$ cat src/rtl/strict_priority_queue_flow_control_assert.svh
// Assertion macros used by the top module of the priority queue.
`ifndef STRICT_PRIORITY_QUEUE_FLOW_CONTROL_ASSERT_SVH
`define STRICT_PRIORITY_QUEUE_FLOW_CONTROL_ASSERT_SVH

`ifndef SYNTHESIS

// Implication checked at every rising clock edge outside reset.
`define SPQFC_ASSERT(lbl, clk_i, rstn_i, prop, msg) \
    lbl: assert property (@(posedge clk_i) disable iff (!rstn_i) prop) else $error(msg);

// Condition that must hold in the cycle after a trigger.
`define SPQFC_ASSERT_NEXT(lbl, clk_i, rstn_i, trig, cons, msg) \
    lbl: assert property (@(posedge clk_i) disable iff (!rstn_i) (trig) |=> (cons)) \
        else $error(msg);

`else

`define SPQFC_ASSERT(lbl, clk_i, rstn_i, prop, msg)
`define SPQFC_ASSERT_NEXT(lbl, clk_i, rstn_i, trig, cons, msg)

`endif

`endif

$ cat src/rtl/spqfc_pkg.sv
package spqfc_pkg;

    localparam int DEF_QUEUE_DEPTH = 1024;
    localparam int NUM_BANDS       = 4;
    localparam int BAND_W          = 2;
    localparam int TAG_WIDTH       = 16;
    localparam int PRIO_W          = 32;
    localparam int LEN_W           = 11;
    localparam int ENTRY_W         = TAG_WIDTH + PRIO_W;

    typedef enum logic [1:0] {
        KIND_ENQ   = 2'd0,
        KIND_DEQ   = 2'd1,
        KIND_PEEK  = 2'd2,
        KIND_FLUSH = 2'd3
    } kind_t;

    typedef enum logic [1:0] {
        ST_DONE  = 2'd0,
        ST_DROP  = 2'd1,
        ST_EMPTY = 2'd2
    } status_t;

    typedef enum logic [1:0] {
        LVL_ALL_OFF = 2'd0,
        LVL_RED_ON  = 2'd1,
        LVL_ALL_ON  = 2'd2
    } lvl_t;

    localparam logic [2:0] REG_MAX_QLEN = 3'd0;
    localparam logic [2:0] REG_RED_ON   = 3'd1;
    localparam logic [2:0] REG_RED_OFF  = 3'd2;
    localparam logic [2:0] REG_ALL_ON   = 3'd3;
    localparam logic [2:0] REG_ALL_OFF  = 3'd4;
    localparam logic [2:0] REG_NOTIFY   = 3'd5;

    typedef struct packed {
        logic [LEN_W-1:0] max_len;
        logic [LEN_W-1:0] red_on;
        logic [LEN_W-1:0] red_off;
        logic [LEN_W-1:0] all_on;
        logic [LEN_W-1:0] all_off;
        logic             notify;
    } cfg_t;

    localparam cfg_t CFG_RESET = '{
        max_len: 11'd640,
        red_on:  11'd320,
        red_off: 11'd240,
        all_on:  11'd520,
        all_off: 11'd440,
        notify:  1'b0
    };

    // Result of the decision stage, waiting for the store's read data.
    typedef struct packed {
        status_t           status;
        logic [BAND_W-1:0] band;
        logic              fc_signal;
        lvl_t              fc_level;
        logic              use_rd;
        logic [PRIO_W-1:0] enq_prio;
    } pend_t;

    typedef struct packed {
        status_t              status;
        logic [TAG_WIDTH-1:0] tag;
        logic [PRIO_W-1:0]    prio;
        logic [BAND_W-1:0]    band;
        logic                 fc_signal;
        lvl_t                 fc_level;
    } res_t;

    function automatic logic [BAND_W-1:0] band_map(input logic [3:0] p);
        logic [BAND_W-1:0] b;
        case (p)
            4'd0:    b = 2'd2;
            4'd1:    b = 2'd3;
            4'd2:    b = 2'd3;
            4'd3:    b = 2'd2;
            4'd4:    b = 2'd1;
            4'd5:    b = 2'd1;
            4'd6:    b = 2'd0;
            4'd7:    b = 2'd0;
            default: b = 2'd1;
        endcase
        return b;
    endfunction

endpackage

$ cat src/rtl/spqfc_ctrl.sv
module spqfc_ctrl #(
    parameter int QUEUE_DEPTH = spqfc_pkg::DEF_QUEUE_DEPTH,
    parameter int AW          = $clog2(QUEUE_DEPTH) + spqfc_pkg::BAND_W
) (
    input  logic                                        clk,
    input  logic                                        rst_n,
    input  logic                                        accept,
    input  spqfc_pkg::kind_t                            kind,
    input  logic [spqfc_pkg::TAG_WIDTH-1:0]             packet_tag,
    input  logic [spqfc_pkg::PRIO_W-1:0]                priority_req,
    input  spqfc_pkg::cfg_t                             cfg,
    output logic                                        mem_we,
    output logic                                        mem_re,
    output logic [AW-1:0]                               mem_addr,
    output logic [spqfc_pkg::ENTRY_W-1:0]               mem_wdata,
    output spqfc_pkg::pend_t                            pend
);

    import spqfc_pkg::*;

    localparam int PW   = $clog2(QUEUE_DEPTH);
    localparam int CW   = $clog2(QUEUE_DEPTH + 1);
    localparam int CMPW = (CW > LEN_W) ? CW : LEN_W;

    logic [PW-1:0] head_reg  [NUM_BANDS];
    logic [PW-1:0] head_next [NUM_BANDS];
    logic [PW-1:0] tail_reg  [NUM_BANDS];
    logic [PW-1:0] tail_next [NUM_BANDS];
    logic [CW-1:0] count_reg [NUM_BANDS];
    logic [CW-1:0] count_next[NUM_BANDS];
    lvl_t          level_reg [NUM_BANDS];
    lvl_t          level_next[NUM_BANDS];

    logic [BAND_W-1:0] band_enq;
    logic [BAND_W-1:0] band_deq;
    logic [BAND_W-1:0] sel_band;
    logic              any_nonempty;
    logic [CW-1:0]     qlen;
    lvl_t              lvl;
    logic [CMPW-1:0]   qx;
    logic [CMPW-1:0]   qdec;
    logic [CMPW-1:0]   max_x;
    logic [CMPW-1:0]   red_on_x;
    logic [CMPW-1:0]   red_off_x;
    logic [CMPW-1:0]   all_on_x;
    logic [CMPW-1:0]   all_off_x;
    logic              full;
    logic [PW-1:0]     ptr;
    logic [PW-1:0]     ptr_inc;

    assign band_enq = band_map(priority_req[3:0]);

    // Lowest numbered band that holds a packet.
    always_comb
    begin
        band_deq     = '0;
        any_nonempty = 1'b0;
        for (int b = NUM_BANDS - 1; b >= 0; b--)
        begin
            if (count_reg[b] != '0)
            begin
                band_deq     = BAND_W'(b);
                any_nonempty = 1'b1;
            end
        end
    end

    assign sel_band  = (kind == KIND_ENQ) ? band_enq : band_deq;
    assign qlen      = count_reg[sel_band];
    assign lvl       = level_reg[sel_band];
    assign qx        = CMPW'(qlen);
    assign qdec      = qx - CMPW'(1);
    assign max_x     = CMPW'(cfg.max_len);
    assign red_on_x  = CMPW'(cfg.red_on);
    assign red_off_x = CMPW'(cfg.red_off);
    assign all_on_x  = CMPW'(cfg.all_on);
    assign all_off_x = CMPW'(cfg.all_off);
    assign full      = (qx >= max_x) || (qx >= CMPW'(QUEUE_DEPTH));

    assign ptr       = (kind == KIND_ENQ) ? tail_reg[sel_band] : head_reg[sel_band];
    assign ptr_inc   = (ptr == PW'(QUEUE_DEPTH - 1)) ? '0 : ptr + PW'(1);
    assign mem_addr  = {sel_band, ptr};
    assign mem_wdata = {priority_req, packet_tag};

    always_comb
    begin
        head_next  = head_reg;
        tail_next  = tail_reg;
        count_next = count_reg;
        level_next = level_reg;
        mem_we     = 1'b0;
        mem_re     = 1'b0;
        pend       = '0;

        case (kind)
            KIND_ENQ:
            begin
                pend.band     = band_enq;
                pend.fc_level = lvl;
                if (full)
                begin
                    pend.status = ST_DROP;
                end
                else
                begin
                    pend.status = ST_DONE;
                    if (qx >= red_on_x)
                    begin
                        if (qx < all_off_x && lvl != LVL_RED_ON)
                        begin
                            level_next[band_enq] = LVL_RED_ON;
                            pend.fc_level        = LVL_RED_ON;
                            pend.fc_signal       = cfg.notify;
                        end
                        else if (qx >= all_on_x && lvl != LVL_ALL_ON)
                        begin
                            level_next[band_enq] = LVL_ALL_ON;
                            pend.fc_level        = LVL_ALL_ON;
                            pend.fc_signal       = cfg.notify;
                        end
                    end
                    pend.enq_prio        = pend.fc_signal ? priority_req : '0;
                    mem_we               = accept;
                    tail_next[band_enq]  = ptr_inc;
                    count_next[band_enq] = qlen + CW'(1);
                end
            end

            KIND_DEQ, KIND_PEEK:
            begin
                if (!any_nonempty)
                begin
                    pend.status = ST_EMPTY;
                end
                else
                begin
                    pend.status   = ST_DONE;
                    pend.band     = band_deq;
                    pend.use_rd   = 1'b1;
                    pend.fc_level = lvl;
                    mem_re        = accept;
                    if (kind == KIND_DEQ)
                    begin
                        head_next[band_deq]  = ptr_inc;
                        count_next[band_deq] = qlen - CW'(1);
                        // Hysteresis: going off has precedence over red only.
                        if (qdec <= red_off_x && lvl != LVL_ALL_OFF)
                        begin
                            level_next[band_deq] = LVL_ALL_OFF;
                            pend.fc_level        = LVL_ALL_OFF;
                            pend.fc_signal       = cfg.notify;
                        end
                        else if (qdec >= red_on_x && qdec <= all_off_x && lvl != LVL_RED_ON)
                        begin
                            level_next[band_deq] = LVL_RED_ON;
                            pend.fc_level        = LVL_RED_ON;
                            pend.fc_signal       = cfg.notify;
                        end
                    end
                end
            end

            KIND_FLUSH:
            begin
                for (int b = 0; b < NUM_BANDS; b++)
                begin
                    head_next[b]  = '0;
                    tail_next[b]  = '0;
                    count_next[b] = '0;
                    level_next[b] = LVL_ALL_OFF;
                end
            end

            default:
            begin
                pend = '0;
            end
        endcase
    end

    always_ff @(posedge clk or negedge rst_n)
    begin
        if (!rst_n)
        begin
            for (int b = 0; b < NUM_BANDS; b++)
            begin
                head_reg[b]  <= '0;
                tail_reg[b]  <= '0;
                count_reg[b] <= '0;
                level_reg[b] <= LVL_ALL_OFF;
            end
        end
        else if (accept)
        begin
            head_reg  <= head_next;
            tail_reg  <= tail_next;
            count_reg <= count_next;
            level_reg <= level_next;
        end
    end

endmodule

$ cat config.mk
export PLATFORM = sky130hd
export DESIGN_NAME = spqfc_ctrl
export DESIGN_NICKNAME = d
export VERILOG_FILES = /design/src/rtl/strict_priority_queue_flow_control_assert.svh /design/src/rtl/spqfc_pkg.sv /design/src/rtl/spqfc_ctrl.sv
export SDC_FILE = /design/constraint.sdc
export NUM_CORES = 1
export LEC_CHECK = 0
export ABC_AREA = 1
export ABC_CLOCK_PERIOD_IN_PS = 5600
export BUFFER_PORTS_ARGS = -buffer_cell sky130_fd_sc_hd__buf_2
export CELL_PAD_IN_SITES_DETAIL_PLACEMENT = 0
export CELL_PAD_IN_SITES_GLOBAL_PLACEMENT = 2
export CORE_MARGIN = 2
export CORE_UTILIZATION = 31
export DETAILED_ROUTE_END_ITERATION = 12
export HOLD_SLACK_MARGIN = 0.02
export PLACE_DENSITY = 0.81
export SETUP_SLACK_MARGIN = 0.2
export SLEW_MARGIN = 25
export SYNTH_ARGS = -nofsm -noshare
export SYNTH_HDL_FRONTEND = slang
export SYNTH_SLANG_ARGS = --single-unit
$ cat constraint.sdc
create_clock -name clk -period 5.6 [get_ports clk]
set_clock_uncertainty 0.1 [all_clocks]
set_input_delay 0.28 -clock clk [delete_from_list [all_inputs] [get_ports clk]]
set_output_delay 0.28 -clock clk [all_outputs]
set_load 0.005 [all_outputs]
==> reports/results.tsv <==
metric	value	unit
worstMarginPinSlew	997.3	ps
finalHoldViolations	0	
grt_overflow	0	
avgViaCountPerCell	4.957	
start_kind	register	
final_common_cell	nand2_1	
place_congestion	0.8922	
whs	273.7	ps
clk_path_buf_depth	2	
worstHoldStart	accept	
hold_path_end	tail_reg[29]	
syn_area	11960	sq um
final_cell_mix	nand2_1, inv_1, nand3_1	
die-area	40180	sq um
tritoncts	yes	
rsz0062_at_grt	yes	
cp.required	5220	ps
largest_reg_flops	44	
wl_per_cell	17.92	microns
drv_cap	0	
ant_nets	0	
hp-class	in2reg	
vias	12090	
dpl-instance-area	12860	sq um
yosysSeqAreaShare	0.2761	
multi_input_area	7043	sq um
max_stage_delay	420	ps
fill_cells	4188	
hold_path_depth	4	
syn_to_final_growth	14.49	%
synth-seq-cells	132	
die_w	200.4	microns
fin_crit	5153	ps
grt_max_degree	87	
slew_violations	0	
end_kind	output pin	
critPathMaxFanout	13	
critical_path_arrival	4770	ps
ys_warn_count	0	
cts.sinks	132	
cts-root-buf	clkbuf_16	
core	37840	sq um
synth_flop_cell	dfrtp_1	
h-tree-depth	4	
dr.pass1.iters	5	
rr_startpoint	count_reg[34]	
dp_hpwl	32460	microns
antenna_cells	0	
grt_pass1_wl	66630	microns
seqCellArea	3303	sq um
grt_pass1_vias	11560	
nNetsFinal	2107	
outcome	completed	
synth_edf_count	0	
finalSetupTns	0	ps
clock_latency	440	ps
drc	0	
port_buffers	178	
syn_nets	1981	
antenna_found_initial	0	
regToRegSetupSlack	580	ps
fin_area	13700	sq um
worstSetupPathType	reg2out	
drive_gt1_frac	0.2002	
maxSlewHeadroom	0.3307	
ys_types	51	
fmax	0.1941	GHz
avgSynthCellArea	6.687	sq um
r2r_end	count_reg[27]	
synthArstFlopShare	1.000	
setup_viol_count_final	0	
gr-usage-all-layers	0.2118	
netlist_instances	1789	
dieHeight	200.4	microns
drt_iter0_markers	927	
clk_pin_slew_worst_paths	70	ps
reg2reg_depth	26	
tritoncts.num_buffers	17	
slowest_stage	dfrtp_1	
num_io_pins	211	
wirelength	43720	microns
initial_utilization	0.3161	
rows	71	
period_share	0.9201	
[worst max-delay path: cells and delay by family (launching register included)]
family / cells / cell delay (ps)
AO/OA/AOI/OAI: 8 / 980
buffers and inverters: 3 / 420
AND/OR/NAND/NOR: 14 / 1810
flip-flops: 1 / 420
adder cells (fa/ha/maj): 2 / 670
[final cells by class]
class                      count  share of cell area
inverter                     263             0.07299
sequential                   132              0.2412
clock buffer                  17             0.03106
timing repair buffer         207             0.08250
tap                          511             0.04668
multi-input combinational   1294              0.5143
clock inverter                15             0.01133
[synthesized netlist by cell type, types with 17 or more instances]
master | number | area (sq um)
buf_4 | 55 | 412.9
nand3b_1 | 17 | 127.6
a21oi_1 | 73 | 365.4
o22ai_1 | 23 | 143.9
o21ai_0 | 60 | 300.3
buf_6 | 18 | 202.7
nand2_2 | 25 | 156.4
buf_2 | 17 | 85.08
dfrtp_1 | 132 | 3303
nor2_1 | 82 | 307.8
nand2_1 | 523 | 1963
o21ai_1 | 60 | 300.3
nand4_1 | 28 | 175.2
ha_1 | 83 | 1039
nor2_2 | 38 | 237.7
inv_1 | 240 | 900.9
nand3_1 | 193 | 965.9
[what timing repair did]
item	4_1_cts	5_1_grt
endpoints found under the hold margin	85	0
gates resized for setup	10	24
cloned	0	4
hold buffers	1	0
pin swaps	1	6
setup buffers	1	9
setup endpoints to repair	34	38
[cells by family (layout without fill, tap and decap cells)]
logic type      Yosys count  after routing  synth area share
compound gates          254            254            0.1189
xor+xnor                  1              1         0.0007323
fa+ha+maj                83             83           0.08681
buf+inv                 367            502            0.1474
flops                   132            132            0.2761
simple gates            952            956            0.3700
[stage by stage]
step	worst slack, ps	cells	utilization
CTS	205.9	2426	0.3566
finish	447.4	2439	0.3619
floorplan	1514	1789	-
detailed placement	426.6	2392	0.3398
global route	119.3	2439	0.3619
global placement	451.8	2392	0.3398
[layer usage]
metal  GRT usage  part of all wire
met5           0                 0
met4     0.07222             0.022
met3     0.03263             0.052
met2      0.3402              0.46
met1      0.2898              0.47
[worst max-delay path by stage]
stage | startpoint | endpoint | slack, ps | cells past startpoint
floorplan | kind[0] | pend[34] | 1510 | 27
global placement | kind[0] | pend[35] | 450 | 21
detailed placement | kind[0] | pend[35] | 430 | 21
CTS | count_reg[18] | pend[34] | 210 | 26
global route | count_reg[10] | pend[34] | 120 | 28
finish | count_reg[34] | pend[34] | 450 | 27
Power is not shown: default switching activity piles up to over one toggle a cycle in this logic, so the estimate is an artifact.
